$ cat config.mk
export PLATFORM = sky130hd
export DESIGN_NAME = byte_budget_lru_cache_directory_unit
export DESIGN_NICKNAME = d
export VERILOG_FILES = /design/src/design/bblc_pkg.sv /design/src/design/byte_budget_lru_cache_directory_unit.sv /design/src/design/bblc_ctrl.sv /design/src/design/bblc_dpath.sv
export SDC_FILE = /design/constraint.sdc
export NUM_CORES = 2
export LEC_CHECK = 0
export BUFFER_PORTS_ARGS = -buffer_cell sky130_fd_sc_hd__buf_2
export CAP_MARGIN = 10
export CORE_ASPECT_RATIO = 1.5
export CORE_MARGIN = 8
export CORE_UTILIZATION = 40
export DETAILED_ROUTE_END_ITERATION = 12
export HOLD_SLACK_MARGIN = 0.02
export PLACE_DENSITY = 0.58
export SYNTH_ARGS = -nofsm -noshare
export SYNTH_HDL_FRONTEND = slang
export SYNTH_SLANG_ARGS = --single-unit
$ cat constraint.sdc
create_clock -name clk -period 12.6 [get_ports clk]
set_input_delay 1.26 -clock clk [delete_from_list [all_inputs] [get_ports clk]]
set_output_delay 1.26 -clock clk [all_outputs]
set_load 0.05 [all_outputs]
$ cat src/design/bblc_pkg.sv
`timescale 1ns / 1ps
// ============================================================================
// bblc_pkg
// Shared types and constants for the byte-budget LRU cache directory.
// ============================================================================
package bblc_pkg;

    localparam int ENTRIES_DEF = 16;
    localparam int KEY_W       = 32;
    localparam int LEN_W       = 24;
    localparam int KIND_W      = 2;
    localparam int ADDR_W      = 3;
    localparam int DATA_W      = 32;

    localparam logic [KIND_W-1:0] KIND_HIT    = 2'd0;
    localparam logic [KIND_W-1:0] KIND_INSERT = 2'd1;
    localparam logic [KIND_W-1:0] KIND_REJECT = 2'd2;
    localparam logic [KIND_W-1:0] KIND_EVICT  = 2'd3;

    localparam logic REG_CAPACITY = 1'b0;

    typedef enum logic [1:0] {
        S_IDLE,
        S_LOOKUP,
        S_EVICT
    } state_t;

    typedef enum logic [2:0] {
        OP_NONE,
        OP_LOAD,
        OP_HIT,
        OP_REJECT,
        OP_EVICT,
        OP_INSERT
    } op_t;

    typedef struct packed {
        op_t op;
    } cmd_t;

    typedef struct packed {
        logic hit;
        logic len_ok;
        logic fits;
        logic out_free;
    } stat_t;

endpackage

$ cat src/design/byte_budget_lru_cache_directory_unit.sv
`timescale 1ns / 1ps
// ============================================================================
// byte_budget_lru_cache_directory_unit
// LRU directory of flash objects under a byte budget, with an APB-style
// register for the budget.
// ============================================================================
// One request is handled at a time. A hit or a reject goes from the lookup
// state to the output register once that register is free; a miss runs an
// eviction walk that emits one notice per cycle, while the consumer takes
// each, through the single result register before the insert result. The
// next request is taken the cycle after the final result is loaded, while
// that result may still wait for the consumer. Lookup compares all stored
// keys at once. No clearing pass follows reset.
module byte_budget_lru_cache_directory_unit
#(
    parameter  int ENTRIES = bblc_pkg::ENTRIES_DEF,
    localparam int SLOT_W  = $clog2(ENTRIES)
)
(
    input  logic                         clk,
    input  logic                         rst_n,
    input  logic                         psel,
    input  logic                         penable,
    input  logic                         pwrite,
    input  logic [bblc_pkg::ADDR_W-1:0]  paddr,
    input  logic [bblc_pkg::DATA_W-1:0]  pwdata,
    output logic [bblc_pkg::DATA_W-1:0]  prdata,
    output logic                         pready,
    input  logic                         in_valid,
    output logic                         in_ready,
    input  logic [bblc_pkg::KEY_W-1:0]   key,
    input  logic [bblc_pkg::LEN_W-1:0]   length,
    output logic                         out_valid,
    input  logic                         out_ready,
    output logic [bblc_pkg::KIND_W-1:0]  result_kind,
    output logic [SLOT_W-1:0]            slot,
    output logic [bblc_pkg::KEY_W-1:0]   entry_key,
    output logic [bblc_pkg::LEN_W-1:0]   entry_length,
    output logic                         last
);
    import bblc_pkg::*;

    logic [LEN_W-1:0] cap_reg;
    logic [LEN_W-1:0] cap_next;
    logic             cap_sel;
    cmd_t             cmd;
    stat_t            stat;

    assign pready  = 1'b1;
    assign cap_sel = (paddr[ADDR_W-1] == REG_CAPACITY);

    always_comb
    begin
        cap_next = cap_reg;
        if (psel && penable && pwrite && pready && cap_sel)
        begin
            cap_next = pwdata[LEN_W-1:0];
        end
    end

    always_ff @(posedge clk or negedge rst_n)
    begin
        if (!rst_n)
        begin
            cap_reg <= '0;
        end
        else
        begin
            cap_reg <= cap_next;
        end
    end

    assign prdata = cap_sel ? {{(DATA_W - LEN_W){1'b0}}, cap_reg} : '0;

    bblc_ctrl u_ctrl
    (
        .clk      (clk),
        .rst_n    (rst_n),
        .in_valid (in_valid),
        .in_ready (in_ready),
        .stat     (stat),
        .cmd      (cmd)
    );

    bblc_dpath #(
        .ENTRIES (ENTRIES)
    ) u_dpath
    (
        .clk          (clk),
        .rst_n        (rst_n),
        .cmd          (cmd),
        .stat         (stat),
        .key          (key),
        .length       (length),
        .capacity     (cap_reg),
        .out_valid    (out_valid),
        .out_ready    (out_ready),
        .result_kind  (result_kind),
        .slot         (slot),
        .entry_key    (entry_key),
        .entry_length (entry_length),
        .last         (last)
    );

endmodule

$ cat src/design/bblc_ctrl.sv
`timescale 1ns / 1ps
// ============================================================================
// bblc_ctrl
// Request sequencer: accepts a request, decides hit, reject or miss, and
// steps through evictions and the final insert one result at a time.
// ============================================================================
module bblc_ctrl
(
    input  logic            clk,
    input  logic            rst_n,
    input  logic            in_valid,
    output logic            in_ready,
    input  bblc_pkg::stat_t stat,
    output bblc_pkg::cmd_t  cmd
);
    import bblc_pkg::*;

    state_t state_reg;
    state_t state_next;

    always_ff @(posedge clk or negedge rst_n)
    begin
        if (!rst_n)
        begin
            state_reg <= S_IDLE;
        end
        else
        begin
            state_reg <= state_next;
        end
    end

    always_comb
    begin
        state_next = state_reg;
        unique case (state_reg)
            S_IDLE:
            begin
                if (in_valid)
                begin
                    state_next = S_LOOKUP;
                end
            end
            S_LOOKUP:
            begin
                if (!stat.hit && stat.len_ok)
                begin
                    state_next = S_EVICT;
                end
                else if (stat.out_free)
                begin
                    state_next = S_IDLE;
                end
            end
            S_EVICT:
            begin
                if (stat.out_free && stat.fits)
                begin
                    state_next = S_IDLE;
                end
            end
            default:
            begin
                state_next = S_IDLE;
            end
        endcase
    end

    always_comb
    begin
        in_ready = 1'b0;
        cmd.op   = OP_NONE;
        unique case (state_reg)
            S_IDLE:
            begin
                in_ready = 1'b1;
                if (in_valid)
                begin
                    cmd.op = OP_LOAD;
                end
            end
            S_LOOKUP:
            begin
                if (stat.out_free)
                begin
                    if (stat.hit)
                    begin
                        cmd.op = OP_HIT;
                    end
                    else if (!stat.len_ok)
                    begin
                        cmd.op = OP_REJECT;
                    end
                end
            end
            S_EVICT:
            begin
                if (stat.out_free)
                begin
                    cmd.op = stat.fits ? OP_INSERT : OP_EVICT;
                end
            end
            default:
            begin
                cmd.op = OP_NONE;
            end
        endcase
    end

endmodule

$ cat src/design/bblc_dpath.sv
`timescale 1ns / 1ps
// ============================================================================
// bblc_dpath
// Directory storage, associative lookup, recency ranks, byte accounting and
// the registered result stage.
// ============================================================================
module bblc_dpath
#(
    parameter  int ENTRIES = bblc_pkg::ENTRIES_DEF,
    localparam int SLOT_W  = $clog2(ENTRIES)
)
(
    input  logic                         clk,
    input  logic                         rst_n,
    input  bblc_pkg::cmd_t               cmd,
    output bblc_pkg::stat_t              stat,
    input  logic [bblc_pkg::KEY_W-1:0]   key,
    input  logic [bblc_pkg::LEN_W-1:0]   length,
    input  logic [bblc_pkg::LEN_W-1:0]   capacity,
    output logic                         out_valid,
    input  logic                         out_ready,
    output logic [bblc_pkg::KIND_W-1:0]  result_kind,
    output logic [SLOT_W-1:0]            slot,
    output logic [bblc_pkg::KEY_W-1:0]   entry_key,
    output logic [bblc_pkg::LEN_W-1:0]   entry_length,
    output logic                         last
);
    import bblc_pkg::*;

    localparam int CNT_W = $clog2(ENTRIES + 1);

    logic [ENTRIES-1:0] valid_reg;
    logic [ENTRIES-1:0] valid_next;
    logic [SLOT_W-1:0]  rank_reg [ENTRIES];
    logic [SLOT_W-1:0]  rank_next [ENTRIES];
    logic [KEY_W-1:0]   skey_reg [ENTRIES];
    logic [KEY_W-1:0]   skey_next [ENTRIES];
    logic [LEN_W-1:0]   slen_reg [ENTRIES];
    logic [LEN_W-1:0]   slen_next [ENTRIES];
    logic [LEN_W-1:0]   bytes_reg;
    logic [LEN_W-1:0]   bytes_next;
    logic [CNT_W-1:0]   count_reg;
    logic [CNT_W-1:0]   count_next;
    logic [KEY_W-1:0]   req_key_reg;
    logic [KEY_W-1:0]   req_key_next;
    logic [LEN_W-1:0]   req_len_reg;
    logic [LEN_W-1:0]   req_len_next;
    logic               out_valid_reg;
    logic               out_valid_next;
    logic [KIND_W-1:0]  kind_reg;
    logic [KIND_W-1:0]  kind_next;
    logic [SLOT_W-1:0]  slot_reg;
    logic [SLOT_W-1:0]  slot_next;
    logic [KEY_W-1:0]   ekey_reg;
    logic [KEY_W-1:0]   ekey_next;
    logic [LEN_W-1:0]   elen_reg;
    logic [LEN_W-1:0]   elen_next;
    logic               last_reg;
    logic               last_next;

    logic               hit_found;
    logic [SLOT_W-1:0]  hit_slot;
    logic [SLOT_W-1:0]  victim_slot;
    logic [SLOT_W-1:0]  free_slot;
    logic [SLOT_W-1:0]  lru_rank;
    logic [SLOT_W-1:0]  hit_rank;
    logic [LEN_W:0]     bytes_sum;

    assign lru_rank = SLOT_W'(count_reg - CNT_W'(1));

    // The valid ranks always form a permutation of 0..count-1, so the least
    // recently used entry is the one that holds rank count-1.
    always_comb
    begin
        hit_found   = 1'b0;
        hit_slot    = '0;
        victim_slot = '0;
        free_slot   = '0;
        for (int i = ENTRIES - 1; i >= 0; i--)
        begin
            if (valid_reg[i] && skey_reg[i] == req_key_reg)
            begin
                hit_found = 1'b1;
                hit_slot  = SLOT_W'(i);
            end
            if (valid_reg[i] && rank_reg[i] == lru_rank)
            begin
                victim_slot = SLOT_W'(i);
            end
            if (!valid_reg[i])
            begin
                free_slot = SLOT_W'(i);
            end
        end
    end

    assign hit_rank  = rank_reg[hit_slot];
    assign bytes_sum = {1'b0, bytes_reg} + {1'b0, req_len_reg};

    assign stat.hit      = hit_found;
    assign stat.len_ok   = (req_len_reg != '0) && (req_len_reg <= capacity);
    assign stat.fits     = (count_reg == '0)
                         || ((bytes_sum <= {1'b0, capacity})
                             && (count_reg != CNT_W'(ENTRIES)));
    assign stat.out_free = !out_valid_reg || out_ready;

    always_comb
    begin
        valid_next     = valid_reg;
        rank_next      = rank_reg;
        skey_next      = skey_reg;
        slen_next      = slen_reg;
        bytes_next     = bytes_reg;
        count_next     = count_reg;
        req_key_next   = req_key_reg;
        req_len_next   = req_len_reg;
        out_valid_next = out_valid_reg && !out_ready;
        kind_next      = kind_reg;
        slot_next      = slot_reg;
        ekey_next      = ekey_reg;
        elen_next      = elen_reg;
        last_next      = last_reg;
        case (cmd.op)
            OP_LOAD:
            begin
                req_key_next = key;
                req_len_next = length;
            end
            OP_HIT:
            begin
                for (int j = 0; j < ENTRIES; j++)
                begin
                    if (valid_reg[j] && rank_reg[j] < hit_rank)
                    begin
                        rank_next[j] = rank_reg[j] + SLOT_W'(1);
                    end
                end
                rank_next[hit_slot] = '0;
                out_valid_next      = 1'b1;
                kind_next           = KIND_HIT;
                slot_next           = hit_slot;
                ekey_next           = req_key_reg;
                elen_next           = req_len_reg;
                last_next           = 1'b1;
            end
            OP_REJECT:
            begin
                out_valid_next = 1'b1;
                kind_next      = KIND_REJECT;
                slot_next      = '0;
                ekey_next      = req_key_reg;
                elen_next      = req_len_reg;
                last_next      = 1'b1;
            end
            OP_EVICT:
            begin
                valid_next[victim_slot] = 1'b0;
                bytes_next              = bytes_reg - slen_reg[victim_slot];
                count_next              = count_reg - CNT_W'(1);
                out_valid_next          = 1'b1;
                kind_next               = KIND_EVICT;
                slot_next               = victim_slot;
                ekey_next               = skey_reg[victim_slot];
                elen_next               = slen_reg[victim_slot];
                last_next               = 1'b0;
            end
            OP_INSERT:
            begin
                for (int j = 0; j < ENTRIES; j++)
                begin
                    if (valid_reg[j])
                    begin
                        rank_next[j] = rank_reg[j] + SLOT_W'(1);
                    end
                end
                rank_next[free_slot]  = '0;
                valid_next[free_slot] = 1'b1;
                skey_next[free_slot]  = req_key_reg;
                slen_next[free_slot]  = req_len_reg;
                bytes_next            = bytes_sum[LEN_W-1:0];
                count_next            = count_reg + CNT_W'(1);
                out_valid_next        = 1'b1;
                kind_next             = KIND_INSERT;
                slot_next             = free_slot;
                ekey_next             = req_key_reg;
                elen_next             = req_len_reg;
                last_next             = 1'b1;
            end
            default:
            begin
            end
        endcase
    end

    always_ff @(posedge clk or negedge rst_n)
    begin
        if (!rst_n)
        begin
            valid_reg     <= '0;
            bytes_reg     <= '0;
            count_reg     <= '0;
            out_valid_reg <= 1'b0;
            for (int i = 0; i < ENTRIES; i++)
            begin
                rank_reg[i] <= '0;
            end
        end
        else
        begin
            valid_reg     <= valid_next;
            bytes_reg     <= bytes_next;
            count_reg     <= count_next;
            out_valid_reg <= out_valid_next;
            rank_reg      <= rank_next;
        end
    end

    always_ff @(posedge clk)
    begin
        skey_reg    <= skey_next;
        slen_reg    <= slen_next;
        req_key_reg <= req_key_next;
        req_len_reg <= req_len_next;
        kind_reg    <= kind_next;
        slot_reg    <= slot_next;
        ekey_reg    <= ekey_next;
        elen_reg    <= elen_next;
        last_reg    <= last_next;
    end

    assign out_valid    = out_valid_reg;
    assign result_kind  = kind_reg;
    assign slot         = slot_reg;
    assign entry_key    = ekey_reg;
    assign entry_length = elen_reg;
    assign last         = last_reg;

endmodule

Word-level counts from Yosys, hierarchy flattened --
Index checks and enable logic that the tools add are counted.
Cells by class: multiplexer cells 175, add/subtract/negate cells 20, reductions and logical operators 75, magnitude comparators 27, eq/ne operators 43, bitwise gates (word level) 11
Operators with widths (number):
- bitwise mux 512 bit | 1
- == test 32 bit | 16
- two-way mux 4 bit | 116
- bitwise mux 384 bit | 1
- AND 64 bit | 2
- binary-select mux 32 bit (select 4 bit) | 1
- demux 32 bit (select 4 bit) | 1
- NOT 64 bit | 2
- case mux 64 bit (2 select lines) | 1
- binary-select mux 24 bit (select 4 bit) | 1
- demux 24 bit (select 4 bit) | 1
- two-way mux 24 bit | 4
- two-way mux 32 bit | 3
- case mux 24 bit (2 select lines) | 2
- adder 4 x 1 -> 4 bit, second input constant | 16
- == test 4 bit | 16
- less-than comparator 4 bit | 16
- case mux 32 bit (2 select lines) | 1
- logical AND 1 bit | 60
- demux 4 bit (select 4 bit) | 2
- case mux 16 bit (2 select lines) | 1
- adder 24 x 24 -> 25 bit | 1
- <= comparator 25 x 24 -> 1 bit | 1
- <= comparator 24 bit | 1
- 42 further kinds | 84
Storage, ports and cells: flip-flop bits (word level) 1151, output and inout bits 98, word-level logic and storage cells 412, bits of input ports 98

Logic depth before layout (Yosys ltp) --
depth after elaboration 28, depth in mapped cells 33

Cells and area by module --
A second synthesis with hierarchy kept.
Second synthesis, totals: cell total of the unflattened synthesis 4281, area, all modules 58979.1 sq um
By module, submodules not included:
- bblc_dpath | seq. area each 33231.9 sq um, times used 1, area an instance 57609.0 sq um, cells an instance 4175
- byte_budget_lru_cache_directory_unit | seq. area each 600.6 sq um, times used 1, area an instance 1227.4 sq um, cells an instance 88
- bblc_ctrl | seq. area each 50.0 sq um, times used 1, area an instance 142.6 sq um, cells an instance 18

Worst setup path after synthesis --
OpenSTA, ideal clock, no wires.
path kind register to register, from register u_dpath.req_len_reg[0], to register u_dpath.valid_reg[4], data arrival time 8740 ps, data required time 12526 ps, setup slack 3786 ps, cell stages (with the launch flop) 33, cells stage by stage edfxtp_1 > ha_1 > fa_1 > a21o_1 > a21oi_1 > o21bai_1 > a21oi_1 > o21bai_1 > a21oi_1 > nor2b_1 > o31a_1 > o221ai_1 > inv_1 > a21oi_1 > nand2b_1 > a21oi_1 > xnor2_1 > ha_1 > a21oi_1 > nor2b_1 > o21ai_0 > nand2b_1 > a21oi_1 > nor2b_1 > a2111oi_0 > o21ai_0 > a2111oi_0 > or2_2 > clkbuf_1 > clkbuf_1 > nand2_1 > nor2_1 > o32a_1
On the way: longest elaborated chain between the ends 9
RTL lines:
- start: declaration | line bblc_dpath.sv:46 | logic [LEN_W-1:0] req_len_reg;
- start signal: assignment | line bblc_dpath.sv:223 | req_len_reg <= req_len_next;
- adder 24 x 24 -> 25 bit | line bblc_dpath.sv:98 | assign bytes_sum = {1'b0, bytes_reg} + {1'b0, req_len_reg};
- <= comparator 25 x 24 -> 1 bit | line bblc_dpath.sv:103 | || ((bytes_sum <= {1'b0, capacity})
- logical AND 1 bit | line bblc_dpath.sv:104 | && (count_reg != CNT_W'(ENTRIES)));
- logical OR 1 bit | line bblc_dpath.sv:103
- two-way mux 1 bit | line bblc_ctrl.sv:100 | cmd.op = stat.fits ? OP_INSERT : OP_EVICT;
- two-way mux 3 bit | line bblc_ctrl.sv:98 | if (stat.out_free)
- case mux 3 bit (3 select lines) (*) | line bblc_ctrl.sv:73 | unique case (state_reg)
- == test 3 bit | line bblc_dpath.sv:123 | case (cmd.op)
- case mux 16 bit (2 select lines) or nonzero test 2 bit (tied branches)
- end signal: assignment | line bblc_dpath.sv:210 | valid_reg <= valid_next;
- end: declaration | line bblc_dpath.sv:32 | logic [ENTRIES-1:0] valid_reg;
Every way passes the cells marked *; elsewhere a longest branch is shown, timed or not. A chain may end at the register's enable or synchronous reset.

Worst setup path in the final report --
from register u_dpath.req_len_reg[0], to register u_dpath.slen_reg[21] (netlist bit) (enable)
On the way: longest elaborated chain between the ends 8
RTL lines:
- adder 24 x 24 -> 25 bit | line bblc_dpath.sv:98
- <= comparator 25 x 24 -> 1 bit | line bblc_dpath.sv:103
- logical AND 1 bit | line bblc_dpath.sv:104
- logical OR 1 bit | line bblc_dpath.sv:103
- two-way mux 1 bit | line bblc_ctrl.sv:100
- two-way mux 3 bit | line bblc_ctrl.sv:98
- case mux 3 bit (3 select lines) (*) | line bblc_ctrl.sv:73
- == test 3 bit (*) | line bblc_dpath.sv:123
- end signal: assignment | line bblc_dpath.sv:221 | slen_reg <= slen_next;
- end: declaration | line bblc_dpath.sv:38 | logic [LEN_W-1:0] slen_reg [ENTRIES];
Marked as above.

==> metrics <==
met2 GRT Util=48.2%; max FFs per register=512; max-slew violation count=0; hold_sp=u_dpath.count_reg[4]$_DFFE_PN0P_; synthesis-to-layout area growth=12.1%; Hold EP=u_dpath.count_reg[4]$_DFFE_PN0P_; RR Startpoint=u_dpath.req_len_reg[0]$_DFFE_PN_; Avg Vias per Cell=6.09; Tightest Hold Check Type=reg -> reg; busiest layer in global routing=met2; Initial Utilization=40.1%; WP depth=31; area share of the largest cell type after synthesis=50.3%; crit path time final=9.40 ns; post-synthesis cell type count=112; worst-path maximum fanout=34; GRT Util Overall=27.4%; Synth Cell Area=60600 um^2; Post-synth top cells=1015 x edfxtp_1, 976 x nand2_1, 396 x xor2_1, 233 x clkbuf_1, 209 x nor2_1; CP max stage cell=nor2_4; largest net degree at the start of global routing=148; RSZ-0062 raised after global routing=false; syn avg cell area=11.1 um^2; CP Capture Type=flip-flop; Core Rows=175; final setup vio count=0; f_max=106 MHz; first-pass detailed-route iteration total=6; Critical Path AT=9.79 ns; Setup WS pre-CTS=3.41 ns; core area=151000 um^2; crit-path leading delay family=compound AO/OA/AOI/OAI gates; num ports=196; Worst Hold Path Cells=1; Ys Warns=0; Tcrit/Tclk final=74.6%; layout cells sized above 1=10.8%; Routed Antenna Nets=0; grt met3 use=3.07%; reg2reg path depth=31; Tot Pwr=0.0157 W; status=finished, final reports clean; #FFs+latches synth=1151; clock-pin transition on the worst setup and hold timing paths=0.06 ns; Post-DP HPWL=163000 um; vias in the first global route=45500; global-route wire length before repair=329000 um; DR iter-0 viols=4740; Worst Path Required=12.98 ns; cts hold-fix bufs=0; Avg WL per Cell=30.8 um; Die H=493 um; Leak=24.7 nW; fillers=14200; GP Congestion=1.00; most numerous cell in the Yosys netlist=edfxtp_1; async set-or-reset flop fraction in the synthesized netlist=11.8%; Die Wd=334 um; Worst Max-Slew Pin Slew=1.32 ns; setup bufs post-CTS=0; worst path buffer plus inverter count=3; final-report hold violation count=0; EDFF count, synth=1015; post-route DRC violation count=0; worst skew pair latency=0.77 ns; post-synthesis sequential area ratio=55.9%; GR Overflow Total=0; R2R Setup Slk=3.20 ns; prevailing post-synth register cell=edfxtp_1; Max clock buf depth=3; critical path's largest stage delay=1.04 ns; PortBufs=176; R2R Path End=u_dpath.slen_reg[21]$_DFFE_PP_; die area=165000 um^2; vias post-DR=46500; post-synth top area cell=edfxtp_1; CTS resizes=0; Area contributors post-synth=edfxtp_1 50%, nand2_1 6.0%, xor2_1 5.7%; Max IR drop VDD=0.216 mV; worst hold slack=0.503 ns; max-slew headroom at the worst pin=12.0%; H-tree Lvls=3; CTS tree=yes; CP Launch Type=flip-flop; crit path from=u_dpath.req_len_reg[0]$_DFFE_PN_; fin nets=5845; Final WS setup=3.20 ns; WL final=235000 um; most frequent CP cell=a21oi_1; number of CTS-inserted buffers=117; cells after synthesis=5458; max_cap viols=0; clk_skew=0.0402 ns; Pwr Density=231 nW/um^2; CTS root buffer=clkbuf_16; CP Class=reg -> reg; GRT met1 Usage=30.1%; final core occ=45.0%; initial antenna violation count=5; Sink Count=1151; Setup TNS=0 ns
-- worst reg2reg max path, delay by kind of cell, from the launching register on --
kind | cells | cell delay, ns
AOI/OAI and AO/OA | 16 | 3.99
buffers and inverters | 3 | 0.96
and+or+nand+nor | 8 | 2.58
adders and majority gates | 3 | 0.95
DFF | 1 | 0.36
xor gates and xnor gates | 1 | 0.17
-- metrics by stage --
stage / cell area [um^2] / instances
6_report: 68000 / 7637
5_1_grt: 68000 / 7637
4_1_cts: 67900 / 7634
3_5_place_dp: 64000 / 7413
3_3_place_gp: 64000 / 7413
2_1_floorplan: 60700 / 5465
-- cells by family (layout without fill, tap and decap cells) --
kind of cell / Yosys count / after routing / synth area share [%]
compound gates: 906 / 906 / 10.2
fa+ha+maj: 162 / 162 / 3.36
simple gates: 2104 / 2104 / 16.7
flops: 1151 / 1151 / 55.9
xor+xnor: 633 / 633 / 9.80
other cells: 2 / 10 / 0.0124
buf+inv: 429 / 653 / 2.89
mux: 71 / 71 / 1.25
-- per-layer routing --
| metal | share of wire, % | vias up |
|---|---|---|
| met5 | 0 | - |
| li1 | - | 20500 |
| met4 | 9.2 | 0 |
| met3 | 5.5 | 629 |
| met1 | 35 | 23300 |
| met2 | 50 | 2068 |
-- placed cells by master, fill, tap and decap left out, types with 158 or more instances in the layout --
| master | netlist | routed |
|---|---|---|
| edfxtp_1 | 1015 | 1015 |
| nand2_1 | 976 | 974 |
| xor2_1 | 396 | 396 |
| xnor2_1 | 208 | 208 |
| a21oi_1 | 192 | 190 |
| nor2_1 | 209 | 190 |
| nand3_1 | 186 | 186 |
| nor4_1 | 185 | 185 |
| buf_2 | 39 | 175 |
| and3_1 | 167 | 166 |
| ha_1 | 158 | 158 |
-- cell type report --
class,count,area [um^2],share of cell area (%)
diodes,1,2.50,0.00368
clock buffers,148,3160,4.64
clock inverters,73,749,1.10
inverters,118,443,0.652
multi-input cells,3885,25300,37.2
flip-flops and latches,1151,33900,49.8
well taps,1947,2440,3.58
repair buffers,314,2000,2.94
-- where the power goes --
group | total [W] | leakage (nW) | switching, W | internal [W]
Clock | 0.00363 | 1.92 | 0.00159 | 0.00204
Combinational | 0.00690 | 12.0 | 0.00481 | 0.00209
Sequential | 0.00519 | 10.8 | 0.000310 | 0.00488
-- how the worst max path moves through the flow --
stage / endpoint / slack, ns
floorplan: u_dpath.valid_reg[4]$_DFFE_PN0P_ / 3.79
global placement: u_dpath.skey_reg[68]$_DFFE_PP_ / 3.34
detailed placement: u_dpath.slen_reg[15]$_DFFE_PP_ / 3.41
CTS: u_dpath.skey_reg[43]$_DFFE_PP_ / 3.34
global route: u_dpath.slen_reg[4]$_DFFE_PP_ / 2.64
finish: u_dpath.slen_reg[21]$_DFFE_PP_ / 3.20
(Power assumes the default switching activity.)
